[src/hdl/ksd_pkg.sv]
`default_nettype none

package ksd_pkg;

  // Scancode bytes with a fixed meaning
  localparam logic [7:0] SC_PREFIX     = 8'hE0;
  localparam logic [7:0] SC_LSHIFT     = 8'h2A;
  localparam logic [7:0] SC_RSHIFT     = 8'h36;
  localparam logic [7:0] SC_CTRL       = 8'h1D;
  localparam logic [7:0] SC_LSHIFT_BRK = 8'hAA;
  localparam logic [7:0] SC_RSHIFT_BRK = 8'hB6;
  localparam logic [7:0] SC_CTRL_BRK   = 8'h9D;
  localparam int unsigned SC_BREAK_BIT = 7;

  // Extended make codes that have a configurable character
  localparam logic [7:0] SC_EXT_UP     = 8'h48;
  localparam logic [7:0] SC_EXT_DOWN   = 8'h50;
  localparam logic [7:0] SC_EXT_LEFT   = 8'h4B;
  localparam logic [7:0] SC_EXT_RIGHT  = 8'h4D;
  localparam logic [7:0] SC_EXT_DELETE = 8'h53;
  localparam logic [7:0] SC_EXT_PGUP   = 8'h49;
  localparam logic [7:0] SC_EXT_PGDN   = 8'h51;

  // Ctrl turns a letter into its control code
  localparam logic [7:0] CTRL_MASK = 8'h1F;

  localparam int unsigned NUM_CODES = 7;
  localparam int unsigned CFG_IDX_W = 3;
  localparam int unsigned CHAR_W    = 8;

  typedef enum logic [CFG_IDX_W-1:0] {
    CFG_ARROW_UP    = 3'd0,
    CFG_ARROW_DOWN  = 3'd1,
    CFG_ARROW_LEFT  = 3'd2,
    CFG_ARROW_RIGHT = 3'd3,
    CFG_DELETE      = 3'd4,
    CFG_PAGE_UP     = 3'd5,
    CFG_PAGE_DOWN   = 3'd6
  } cfg_reg_e;

  localparam logic [CHAR_W-1:0] CFG_RESET [NUM_CODES] =
    '{8'd128, 8'd129, 8'd130, 8'd131, 8'd132, 8'd133, 8'd134};

  typedef enum logic {
    OP_PUSH = 1'b0,
    OP_READ = 1'b1
  } op_kind_e;

  // One operation handed from the decoder to the character FIFO
  typedef struct packed {
    op_kind_e          kind;
    logic [CHAR_W-1:0] ch;
  } op_t;

  // Unshifted key map, codes past the keypad map to zero
  function automatic logic [CHAR_W-1:0] plain_map(input logic [6:0] idx);
    logic [CHAR_W-1:0] c;
    case (idx)
      7'd1:  c = 8'h1B;  7'd2:  c = 8'h31;  7'd3:  c = 8'h32;  7'd4:  c = 8'h33;
      7'd5:  c = 8'h34;  7'd6:  c = 8'h35;  7'd7:  c = 8'h36;  7'd8:  c = 8'h37;
      7'd9:  c = 8'h38;  7'd10: c = 8'h39;  7'd11: c = 8'h30;  7'd12: c = 8'h2D;
      7'd13: c = 8'h3D;  7'd14: c = 8'h08;  7'd15: c = 8'h09;  7'd16: c = 8'h71;
      7'd17: c = 8'h77;  7'd18: c = 8'h65;  7'd19: c = 8'h72;  7'd20: c = 8'h74;
      7'd21: c = 8'h79;  7'd22: c = 8'h75;  7'd23: c = 8'h69;  7'd24: c = 8'h6F;
      7'd25: c = 8'h70;  7'd26: c = 8'h5B;  7'd27: c = 8'h5D;  7'd28: c = 8'h0A;
      7'd30: c = 8'h61;  7'd31: c = 8'h73;  7'd32: c = 8'h64;  7'd33: c = 8'h66;
      7'd34: c = 8'h67;  7'd35: c = 8'h68;  7'd36: c = 8'h6A;  7'd37: c = 8'h6B;
      7'd38: c = 8'h6C;  7'd39: c = 8'h3B;  7'd40: c = 8'h27;  7'd41: c = 8'h60;
      7'd43: c = 8'h5C;  7'd44: c = 8'h7A;  7'd45: c = 8'h78;  7'd46: c = 8'h63;
      7'd47: c = 8'h76;  7'd48: c = 8'h62;  7'd49: c = 8'h6E;  7'd50: c = 8'h6D;
      7'd51: c = 8'h2C;  7'd52: c = 8'h2E;  7'd53: c = 8'h2F;  7'd55: c = 8'h2A;
      7'd57: c = 8'h20;  7'd71: c = 8'h37;  7'd72: c = 8'h38;  7'd73: c = 8'h39;
      7'd74: c = 8'h2D;  7'd75: c = 8'h34;  7'd76: c = 8'h35;  7'd77: c = 8'h36;
      7'd78: c = 8'h2B;  7'd79: c = 8'h31;  7'd80: c = 8'h32;  7'd81: c = 8'h33;
      7'd82: c = 8'h30;  7'd83: c = 8'h2E;
      default: c = 8'h00;
    endcase
    return c;
  endfunction

  // Shifted key map
  function automatic logic [CHAR_W-1:0] shifted_map(input logic [6:0] idx);
    logic [CHAR_W-1:0] c;
    case (idx)
      7'd1:  c = 8'h1B;  7'd2:  c = 8'h21;  7'd3:  c = 8'h40;  7'd4:  c = 8'h23;
      7'd5:  c = 8'h24;  7'd6:  c = 8'h25;  7'd7:  c = 8'h5E;  7'd8:  c = 8'h26;
      7'd9:  c = 8'h2A;  7'd10: c = 8'h28;  7'd11: c = 8'h29;  7'd12: c = 8'h5F;
      7'd13: c = 8'h2B;  7'd14: c = 8'h08;  7'd15: c = 8'h09;  7'd16: c = 8'h51;
      7'd17: c = 8'h57;  7'd18: c = 8'h45;  7'd19: c = 8'h52;  7'd20: c = 8'h54;
      7'd21: c = 8'h59;  7'd22: c = 8'h55;  7'd23: c = 8'h49;  7'd24: c = 8'h4F;
      7'd25: c = 8'h50;  7'd26: c = 8'h7B;  7'd27: c = 8'h7D;  7'd28: c = 8'h0A;
      7'd30: c = 8'h41;  7'd31: c = 8'h53;  7'd32: c = 8'h44;  7'd33: c = 8'h46;
      7'd34: c = 8'h47;  7'd35: c = 8'h48;  7'd36: c = 8'h4A;  7'd37: c = 8'h4B;
      7'd38: c = 8'h4C;  7'd39: c = 8'h3A;  7'd40: c = 8'h22;  7'd41: c = 8'h7E;
      7'd43: c = 8'h7C;  7'd44: c = 8'h5A;  7'd45: c = 8'h58;  7'd46: c = 8'h43;
      7'd47: c = 8'h56;  7'd48: c = 8'h42;  7'd49: c = 8'h4E;  7'd50: c = 8'h4D;
      7'd51: c = 8'h3C;  7'd52: c = 8'h3E;  7'd53: c = 8'h3F;  7'd55: c = 8'h2A;
      7'd57: c = 8'h20;  7'd71: c = 8'h37;  7'd72: c = 8'h38;  7'd73: c = 8'h39;
      7'd74: c = 8'h2D;  7'd75: c = 8'h34;  7'd76: c = 8'h35;  7'd77: c = 8'h36;
      7'd78: c = 8'h2B;  7'd79: c = 8'h31;  7'd80: c = 8'h32;  7'd81: c = 8'h33;
      7'd82: c = 8'h30;  7'd83: c = 8'h2E;
      default: c = 8'h00;
    endcase
    return c;
  endfunction

endpackage

`default_nettype wire

[src/hdl/ksd_if.sv]
`default_nettype none

// Input channel: scancode words and read requests
interface ksd_in_if;
  logic       valid;
  logic       ready;
  logic       action;
  logic [7:0] scancode;

  modport source (output valid, output action, output scancode, input ready);
  modport sink   (input valid, input action, input scancode, output ready);
endinterface

// Output channel: one word per read request
interface ksd_out_if;
  logic       valid;
  logic       ready;
  logic       char_valid;
  logic [7:0] char_code;

  modport source (output valid, output char_valid, output char_code, input ready);
  modport sink   (input valid, input char_valid, input char_code, output ready);
endinterface

`default_nettype wire

[src/hdl/ksd_front.sv]
`default_nettype none

// Decoder: tracks modifiers and the extended prefix, turns reads and character keys into ops
module ksd_front (
  input  wire logic                          clk_i,
  input  wire logic                          rst_ni,
  ksd_in_if.sink                             scan_i,
  input  wire logic                          cfg_we_i,
  input  wire logic [ksd_pkg::CFG_IDX_W-1:0] cfg_idx_i,
  input  wire logic [ksd_pkg::CHAR_W-1:0]    cfg_wdata_i,
  output logic                               op_valid_o,
  output ksd_pkg::op_t                       op_o,
  input  wire logic                          op_ready_i
);

  logic [ksd_pkg::CHAR_W-1:0] code_q [ksd_pkg::NUM_CODES];
  logic shift_q, shift_d;
  logic ctrl_q, ctrl_d;
  logic prefix_q, prefix_d;
  logic accept;
  logic [7:0] sc;
  logic [ksd_pkg::CHAR_W-1:0] ch;
  logic letter;

  assign scan_i.ready = op_ready_i;
  assign accept       = scan_i.valid & op_ready_i;
  assign sc           = scan_i.scancode;

  // Configured codes for the extended keys
  always_ff @(posedge clk_i or negedge rst_ni) begin
    if (!rst_ni) begin
      for (int i = 0; i < ksd_pkg::NUM_CODES; i++) begin
        code_q[i] <= ksd_pkg::CFG_RESET[i];
      end
    end else if (cfg_we_i && (cfg_idx_i < ksd_pkg::CFG_IDX_W'(ksd_pkg::NUM_CODES))) begin
      code_q[cfg_idx_i] <= cfg_wdata_i;
    end
  end

  // Table lookup with shift, then ctrl folding of letters
  always_comb begin
    ch = shift_q ? ksd_pkg::shifted_map(sc[6:0]) : ksd_pkg::plain_map(sc[6:0]);
    letter = ((ch >= 8'h41) && (ch <= 8'h5A)) || ((ch >= 8'h61) && (ch <= 8'h7A));
    if (ctrl_q && letter) begin
      ch = ch & ksd_pkg::CTRL_MASK;
    end
  end

  // Classify the word: flag updates and the op to hand on
  always_comb begin
    shift_d    = shift_q;
    ctrl_d     = ctrl_q;
    prefix_d   = prefix_q;
    op_valid_o = 1'b0;
    op_o.kind  = ksd_pkg::OP_PUSH;
    op_o.ch    = ch;
    if (scan_i.action) begin
      op_valid_o = scan_i.valid;
      op_o.kind  = ksd_pkg::OP_READ;
    end else if (sc == ksd_pkg::SC_PREFIX) begin
      prefix_d = 1'b1;
    end else if (prefix_q) begin
      prefix_d   = 1'b0;
      op_valid_o = scan_i.valid;
      case (sc)
        ksd_pkg::SC_EXT_UP:     op_o.ch = code_q[ksd_pkg::CFG_ARROW_UP];
        ksd_pkg::SC_EXT_DOWN:   op_o.ch = code_q[ksd_pkg::CFG_ARROW_DOWN];
        ksd_pkg::SC_EXT_LEFT:   op_o.ch = code_q[ksd_pkg::CFG_ARROW_LEFT];
        ksd_pkg::SC_EXT_RIGHT:  op_o.ch = code_q[ksd_pkg::CFG_ARROW_RIGHT];
        ksd_pkg::SC_EXT_DELETE: op_o.ch = code_q[ksd_pkg::CFG_DELETE];
        ksd_pkg::SC_EXT_PGUP:   op_o.ch = code_q[ksd_pkg::CFG_PAGE_UP];
        ksd_pkg::SC_EXT_PGDN:   op_o.ch = code_q[ksd_pkg::CFG_PAGE_DOWN];
        default:                op_valid_o = 1'b0;
      endcase
    end else if ((sc == ksd_pkg::SC_LSHIFT) || (sc == ksd_pkg::SC_RSHIFT)) begin
      shift_d = 1'b1;
    end else if (sc == ksd_pkg::SC_CTRL) begin
      ctrl_d = 1'b1;
    end else if ((sc == ksd_pkg::SC_LSHIFT_BRK) || (sc == ksd_pkg::SC_RSHIFT_BRK)) begin
      shift_d = 1'b0;
    end else if (sc == ksd_pkg::SC_CTRL_BRK) begin
      ctrl_d = 1'b0;
    end else if (!sc[ksd_pkg::SC_BREAK_BIT]) begin
      // zero entries push nothing
      op_valid_o = scan_i.valid & (ch != '0);
    end
  end

  always_ff @(posedge clk_i or negedge rst_ni) begin
    if (!rst_ni) begin
      shift_q  <= 1'b0;
      ctrl_q   <= 1'b0;
      prefix_q <= 1'b0;
    end else if (accept) begin
      shift_q  <= shift_d;
      ctrl_q   <= ctrl_d;
      prefix_q <= prefix_d;
    end
  end

endmodule

`default_nettype wire

[src/hdl/ksd_opq.sv]
`default_nettype none

// Two-entry op queue between decoder and character FIFO
module ksd_opq (
  input  wire logic          clk_i,
  input  wire logic          rst_ni,
  input  wire logic          push_valid_i,
  input  wire ksd_pkg::op_t  push_op_i,
  output logic               push_ready_o,
  output logic               pop_valid_o,
  output ksd_pkg::op_t       pop_op_o,
  input  wire logic          pop_ready_i
);

  ksd_pkg::op_t slot_q [2];
  logic         wptr_q, rptr_q;
  logic [1:0]   cnt_q, cnt_d;
  logic         push, pop;

  assign push_ready_o = (cnt_q != 2'd2);
  assign pop_valid_o  = (cnt_q != 2'd0);
  assign pop_op_o     = slot_q[rptr_q];
  assign push         = push_valid_i & push_ready_o;
  assign pop          = pop_valid_o & pop_ready_i;

  always_comb begin
    cnt_d = cnt_q;
    case ({push, pop})
      2'b10:   cnt_d = cnt_q + 2'd1;
      2'b01:   cnt_d = cnt_q - 2'd1;
      default: cnt_d = cnt_q;
    endcase
  end

  always_ff @(posedge clk_i or negedge rst_ni) begin
    if (!rst_ni) begin
      wptr_q <= 1'b0;
      rptr_q <= 1'b0;
      cnt_q  <= 2'd0;
    end else begin
      cnt_q <= cnt_d;
      if (push) wptr_q <= ~wptr_q;
      if (pop)  rptr_q <= ~rptr_q;
    end
  end

  // payload slots, no reset
  always_ff @(posedge clk_i) begin
    if (push) begin
      slot_q[wptr_q] <= push_op_i;
    end
  end

endmodule

`default_nettype wire

[src/hdl/ksd_back.sv]
`default_nettype none

// Character ring FIFO and output register
module ksd_back #(
  parameter int unsigned FIFO_DEPTH = 128
) (
  input  wire logic          clk_i,
  input  wire logic          rst_ni,
  input  wire logic          op_valid_i,
  input  wire ksd_pkg::op_t  op_i,
  output logic               op_ready_o,
  ksd_out_if.source          char_o
);

  localparam int unsigned PtrW = (FIFO_DEPTH > 1) ? $clog2(FIFO_DEPTH) : 1;
  localparam logic [PtrW-1:0] LastPtr = PtrW'(FIFO_DEPTH - 1);

  logic [ksd_pkg::CHAR_W-1:0] mem [FIFO_DEPTH];
  logic [ksd_pkg::CHAR_W-1:0] rd_data_q;
  logic [PtrW-1:0] wr_q, rd_q, wr_next, rd_next;
  logic out_valid_q, out_valid_d;
  logic char_valid_q, char_valid_d;
  logic out_free, fire, empty, mem_we, mem_re;

  assign wr_next = (wr_q == LastPtr) ? '0 : wr_q + PtrW'(1);
  assign rd_next = (rd_q == LastPtr) ? '0 : rd_q + PtrW'(1);
  assign empty   = (rd_q == wr_q);

  // a push never needs the output slot
  assign out_free   = !out_valid_q | char_o.ready;
  assign op_ready_o = (op_i.kind == ksd_pkg::OP_PUSH) | out_free;
  assign fire       = op_valid_i & op_ready_o;
  assign mem_we     = fire & (op_i.kind == ksd_pkg::OP_PUSH) & (wr_next != rd_q);
  assign mem_re     = fire & (op_i.kind == ksd_pkg::OP_READ) & !empty;

  // output word control
  always_comb begin
    out_valid_d  = out_valid_q;
    char_valid_d = char_valid_q;
    if (fire && (op_i.kind == ksd_pkg::OP_READ)) begin
      out_valid_d  = 1'b1;
      char_valid_d = !empty;
    end else if (char_o.ready) begin
      out_valid_d = 1'b0;
    end
  end

  always_ff @(posedge clk_i or negedge rst_ni) begin
    if (!rst_ni) begin
      wr_q         <= '0;
      rd_q         <= '0;
      out_valid_q  <= 1'b0;
      char_valid_q <= 1'b0;
    end else begin
      out_valid_q  <= out_valid_d;
      char_valid_q <= char_valid_d;
      if (mem_we) wr_q <= wr_next;
      if (mem_re) rd_q <= rd_next;
    end
  end

  // character store, registered read
  always_ff @(posedge clk_i) begin
    if (mem_we) mem[wr_q] <= op_i.ch;
    if (mem_re) rd_data_q <= mem[rd_q];
  end

  assign char_o.valid      = out_valid_q;
  assign char_o.char_valid = char_valid_q;
  assign char_o.char_code  = char_valid_q ? rd_data_q : '0;

endmodule

`default_nettype wire

[src/hdl/keyboard_scancode_decoder_fifo_top.sv]
// Set 1 keyboard scancode decoder with a character FIFO.
//
// scan_i carries words with action 0 (a raw scancode) or action 1 (a read
// request); a word is taken when valid and ready are both high. Scancodes
// update shift, ctrl and extended-prefix state and may push one character
// into a ring FIFO of FIFO_DEPTH entries (FIFO_DEPTH-1 usable, pushes to a
// full FIFO are dropped). Each read request returns exactly one word on
// char_o: char_valid and the oldest character, or 0/0 when empty.
// Scancodes produce no output word.
//
// Throughput: one word per cycle while the op queue has room. A read's
// answer reaches char_o through the op queue, then the FIFO read register.
// When char_o stalls, the output register holds and the two-entry op queue
// fills; scan_i.ready drops once that queue is full. Pushes ahead of the
// next read still drain. The cfg port writes the seven extended-key codes;
// the user must write them only while idle; the block does not enforce it.
// Reset clears modifiers, prefix, pointers and restores the default codes;
// the character store itself is not cleared and needs no clearing pass.
`default_nettype none

module keyboard_scancode_decoder_fifo_top #(
  parameter int unsigned FIFO_DEPTH = 128
) (
  input  wire logic                          clk_i,
  input  wire logic                          rst_ni,
  ksd_in_if.sink                             scan_i,
  ksd_out_if.source                          char_o,
  input  wire logic                          cfg_we_i,
  input  wire logic [ksd_pkg::CFG_IDX_W-1:0] cfg_idx_i,
  input  wire logic [ksd_pkg::CHAR_W-1:0]    cfg_wdata_i
);

  logic         dec_valid, dec_ready;
  ksd_pkg::op_t dec_op;
  logic         q_valid, q_ready;
  ksd_pkg::op_t q_op;

  ksd_front u_front (
    .clk_i       (clk_i),
    .rst_ni      (rst_ni),
    .scan_i      (scan_i),
    .cfg_we_i    (cfg_we_i),
    .cfg_idx_i   (cfg_idx_i),
    .cfg_wdata_i (cfg_wdata_i),
    .op_valid_o  (dec_valid),
    .op_o        (dec_op),
    .op_ready_i  (dec_ready)
  );

  ksd_opq u_opq (
    .clk_i        (clk_i),
    .rst_ni       (rst_ni),
    .push_valid_i (dec_valid),
    .push_op_i    (dec_op),
    .push_ready_o (dec_ready),
    .pop_valid_o  (q_valid),
    .pop_op_o     (q_op),
    .pop_ready_i  (q_ready)
  );

  ksd_back #(
    .FIFO_DEPTH (FIFO_DEPTH)
  ) u_back (
    .clk_i      (clk_i),
    .rst_ni     (rst_ni),
    .op_valid_i (q_valid),
    .op_i       (q_op),
    .op_ready_o (q_ready),
    .char_o     (char_o)
  );

endmodule

`default_nettype wire

[src/flat_wrapper.sv]
// flat-port wrapper written by rule: the top's interface ports become plain ports
module keyboard_scancode_decoder_fifo_top_flat 
#(
  parameter int unsigned FIFO_DEPTH = 128
)
  (clk_i, rst_ni, cfg_we_i, cfg_idx_i, cfg_wdata_i, scan_i_valid, scan_i_action, scan_i_scancode, scan_i_ready, char_o_valid, char_o_char_valid, char_o_char_code, char_o_ready);
  ksd_in_if scan_i_i ();
  ksd_out_if char_o_i ();
  input  wire logic clk_i;
  input  wire logic rst_ni;
  input  wire logic cfg_we_i;
  input  wire logic [ksd_pkg::CFG_IDX_W-1:0] cfg_idx_i;
  input  wire logic [ksd_pkg::CHAR_W-1:0] cfg_wdata_i;
  input wire logic [$bits(scan_i_i.valid)-1:0] scan_i_valid;
  input wire logic [$bits(scan_i_i.action)-1:0] scan_i_action;
  input wire logic [$bits(scan_i_i.scancode)-1:0] scan_i_scancode;
  output wire logic [$bits(scan_i_i.ready)-1:0] scan_i_ready;
  output wire logic [$bits(char_o_i.valid)-1:0] char_o_valid;
  output wire logic [$bits(char_o_i.char_valid)-1:0] char_o_char_valid;
  output wire logic [$bits(char_o_i.char_code)-1:0] char_o_char_code;
  input wire logic [$bits(char_o_i.ready)-1:0] char_o_ready;
  assign scan_i_i.valid = scan_i_valid;
  assign scan_i_i.action = scan_i_action;
  assign scan_i_i.scancode = scan_i_scancode;
  assign scan_i_ready = scan_i_i.ready;
  assign char_o_valid = char_o_i.valid;
  assign char_o_char_valid = char_o_i.char_valid;
  assign char_o_char_code = char_o_i.char_code;
  assign char_o_i.ready = char_o_ready;
  keyboard_scancode_decoder_fifo_top #(.FIFO_DEPTH(FIFO_DEPTH)) u_core (.clk_i(clk_i), .rst_ni(rst_ni), .scan_i(scan_i_i), .char_o(char_o_i), .cfg_we_i(cfg_we_i), .cfg_idx_i(cfg_idx_i), .cfg_wdata_i(cfg_wdata_i));
endmodule
[config.mk]
export PLATFORM = sky130hd
export DESIGN_NAME = keyboard_scancode_decoder_fifo_top_flat
export DESIGN_NICKNAME = d
export VERILOG_FILES = /design/src/hdl/ksd_pkg.sv /design/src/hdl/ksd_if.sv /design/src/hdl/ksd_front.sv /design/src/hdl/ksd_opq.sv /design/src/hdl/ksd_back.sv /design/src/hdl/keyboard_scancode_decoder_fifo_top.sv /design/src/flat_wrapper.sv
export SDC_FILE = /design/constraint.sdc
export NUM_CORES = 1
export LEC_CHECK = 0
export ABC_CLOCK_PERIOD_IN_PS = 3000
export BUFFER_PORTS_ARGS = -buffer_cell sky130_fd_sc_hd__buf_2
export CAP_MARGIN = 20
export CORE_UTILIZATION = 57
export DETAILED_ROUTE_END_ITERATION = 8
export PLACE_DENSITY = 0.75
export SYNTH_ARGS = -nofsm -noshare
export SYNTH_HDL_FRONTEND = slang
export SYNTH_SLANG_ARGS = --single-unit
[constraint.sdc]
create_clock -name clk_i -period 3 [get_ports clk_i]
set_input_delay 0 -clock clk_i [delete_from_list [all_inputs] [get_ports clk_i]]
set_output_delay 0 -clock clk_i [all_outputs]
set_load 0.02 [all_outputs]
==> results by group <==
CTS
  • Clk slew on worst S/H paths: 0.06 ns
  • Num CTS Buffers: 109
  • H-tree levels: 3
  • CTS Buffer Depth: 3
  • Root buf cell: clkbuf_16
  • Clk Latency, worst-skew pair: 0.69 ns
  • Clk sinks: 1129
  • CTS tree: done

Route
  • Via count: 24500
  • Post-DR wirelength/cell: 30.3 um
  • Drt pass-1 iters: 6
  • DRC: 0
  • Wirelength, routed: 113000 um
  • Starting DRT DRC Count: 2937
  • Post-route antenna net violation count: 0
  • Drt via density: approximately 6.6

Timing
  • Period utilization: 104%
  • Final Slew Violations: 0
  • Crit path time final: 3.12 ns
  • Setup_tns: -0.627 ns
  • RSZ-0062 raised after global routing: true
  • Final setup viols: 8
  • Final Hold Fails: 0
  • Peak Freq: 320 MHz
  • Rel. slew slack: 33.8%
  • Worst-Margin Slew: 0.993 ns
  • Clock skew: 0.0385 ns
  • Setup ws final: -0.120 ns

Finish
  • Leading cell type in the layout, fill and taps excluded: edfxtp_1
  • Area growth syn-to-layout: 17.3%
  • Final nets: 2612
  • Fill cell total of the finished layout: 4853
  • Layout cell share with drive strength beyond 1: 36.0%
  • Design area: 0.0539 sq mm
  • Most frequent cells in the layout: edfxtp_1 (1050), mux4_2 (337), buf_4 (255)

GRT
  • Gr ovfl total: 0
  • Initial antenna violation count: 2
  • Global-route wire length before repair: ~170000 um
  • Vias in the first global route: 24900
  • Pin count of the biggest net entering global routing: 129
  • GRT Overall Usage: 27.8%

Worst setup path
  • Req. time, crit path: roughly 3.4 ns
  • Critical Path AT: 3.55 ns
  • CP startpoint: u_core.u_back.rd_q[0]
  • Reg-to-reg critical path endpoint: u_core.u_back.rd_data_q[3]
  • Worst Path Max Fanout: 9
  • Setup CP Type: flip-flop to flip-flop
  • RR Startpoint: u_core.u_back.rd_q[0]
  • Worst setup path endpoint: u_core.u_back.rd_data_q[3]
  • Crit. End Element: flip-flop
  • Reg2Reg Setup Slack: -0.12 ns
  • R2R cell count: 6
  • Startpoint types: flip-flop

Yosys
  • Seq/Total Area, Yosys: 73.0%
  • Synth Warn #: 0
  • Ys async rst share: between 6 and 7%
  • Net count after synthesis: 2272
  • Cell count after synthesis: 2232
  • Post-synth top area share: about two thirds
  • Mean Syn Cell Area: 20.6 sq um
  • Netlist cell types: between 70 and 80
  • Seq cells post-synth: 1129
  • Ranking of synthesized cells by area: edfxtp_1 (69%), mux4_2 (17%), dfrtp_1 (3.4%), mux2_2 (1.9%), nor2_1 (1.3%)
  • Top_reg_cell synth: edfxtp_1
  • Synthesized area: 0.0459 sq mm
  • Dominant cell type by area after synthesis: edfxtp_1
  • Post-synth EDFFs: ~1100

Placed design
  • HPWL after DPL: 68500 um
  • Gpl congestion: between 0.8 and 0.9
  • Placed cell area: 0.0496 sq mm
  • Worst slack, placed: -0.178 ns
  • Port bufs: 35

Floorplan
  • Row count: 103
  • # IOs: 36
  • Die span in x: 286 um
  • Die height: roughly 290 um
  • Core area: 0.0794 sq mm
  • Initial Util: 57.9%
  • Die ar.: 0.0817 sq mm

Worst hold path
  • Worst min-delay path category: primary input to asynchronous set/reset pin

Pwr
  • Max IR drop VDD: 0.605 mV
  • Pwr dens: 938 mW/mm^2
  • Power Total: around 51 mW
  • Leakage Power: about 18 nW

Job
  • Max Cap Viol: 0

Status
  • Outcome: complete, but fails checks
  • Failing checks: setup timing
==> report_power, final <==
group	internal [mW]	switching, mW	leakage, nW
Sequential	19.6	0.489	10.4
Clock	8.25	5.87	1.82
Combinational	7.61	8.77	5.75
==> worst min-delay path by stage <==
stage / start / endpoint / slack, ns
detailed placement: rst_ni / u_core.u_front.code_q[13] / 0.22
finish: rst_ni / u_core.u_front.code_q[53] / 0.03
global route: cfg_we_i / u_core.u_front.code_q[49] / 0.06
global placement: rst_ni / u_core.u_front.code_q[37] / 0.20
floorplan: rst_ni / u_core.u_back.char_o.char_valid / -0.30
CTS: cfg_we_i / u_core.u_front.code_q[48] / 0.02
==> area by class of cell <==
| type | count | area [sq um] | share of cell area [%] |
|---|---|---|---|
| flip-flops and latches | 1129 | 33500 | 62.2 |
| diodes | 1 | 2.50 | 0.00464 |
| inverters | 15 | 56.3 | 0.104 |
| well taps | 1050 | 1310 | 2.44 |
| clock buffers | 130 | 2880 | 5.34 |
| clock inverters | 72 | 838 | 1.56 |
| multi-input cells | 953 | 11800 | 21.9 |
| repair buffers | 364 | 3440 | 6.39 |
==> metrics by stage <==
stage / instances / hold WS [ns] / utilization (%)
after global routing: 3713 / 0.0612 / 67.9
after global placement: 3477 / 0.203 / 62.5
final: 3714 / 0.0262 / 67.9
after CTS: 3707 / 0.0246 / 67.7
after floorplan: 2232 / -0.296 / -
after detailed placement: 3477 / 0.219 / 62.5
==> critical path: stages, from the launching register on <==
cell,delay [ns]
dfrtp_4,0.52
buf_12,0.21
clkbuf_16,0.20
mux4_2,0.53
mux4_2,0.54
mux4_2,0.58
mux2_4,0.29
==> per-layer routing <==
layer | global-route usage (%) | vias up | part of all wire (%) | wire, um
met5 | 0 | - | 0 | 0
met4 | 10.1 | 0 | 3.4 | 3840
met3 | 4.79 | 227 | 8.5 | 9590
met2 | 46.0 | 1391 | 51 | 57000
met1 | 37.7 | 12900 | 37 | 42200
li1 | - | 9969 | - | -
==> flip-flops by register name, indices dropped and copies added (netlist names), 2 cells and up <==
signal	flops
u_core.u_back.mem	1024
u_core.u_back.rd_data_q	8
u_core.u_back.rd_q	7
u_core.u_back.wr_q	7
u_core.u_front.code_q	56
u_core.u_opq.cnt_q	2
u_core.u_opq.slot_q	18
==> what timing repair did <==
item	in CTS	in global routing
hold endpoints to repair	143	0
cloned	2	4
hold buffers	18	0
gates resized for setup	17	9
pin swaps	0	1
setup buffers	8	2
setup endpoints to repair	71	268
==> kinds of logic after synthesis <==
| family | synth area share [%] |
|---|---|
| xor+xnor | 0.553 |
| mux | 18.7 |
| compound gates | 2.35 |
| simple gates | 3.58 |
| fa+ha+maj | 0.409 |
| flops | 73.0 |
| buf+inv | 1.44 |
==> synth_stat cells, drive strengths merged (11+ instances only) <==
cell and n:
inv 14, o21ai 19, nand2 43, nor2b 19, nand2b 13, dfrtp 63, nand3 22, mux4 337
xor2 11, xnor2 18, edfxtp 1050, dfstp 16, a31oi 11, a21oi 16, nor3 11, nor2 161
clkbuf 72, mux2 80, ha 15, buf 63, and2 16
Note: power is estimated with default switching activity, not from simulation.
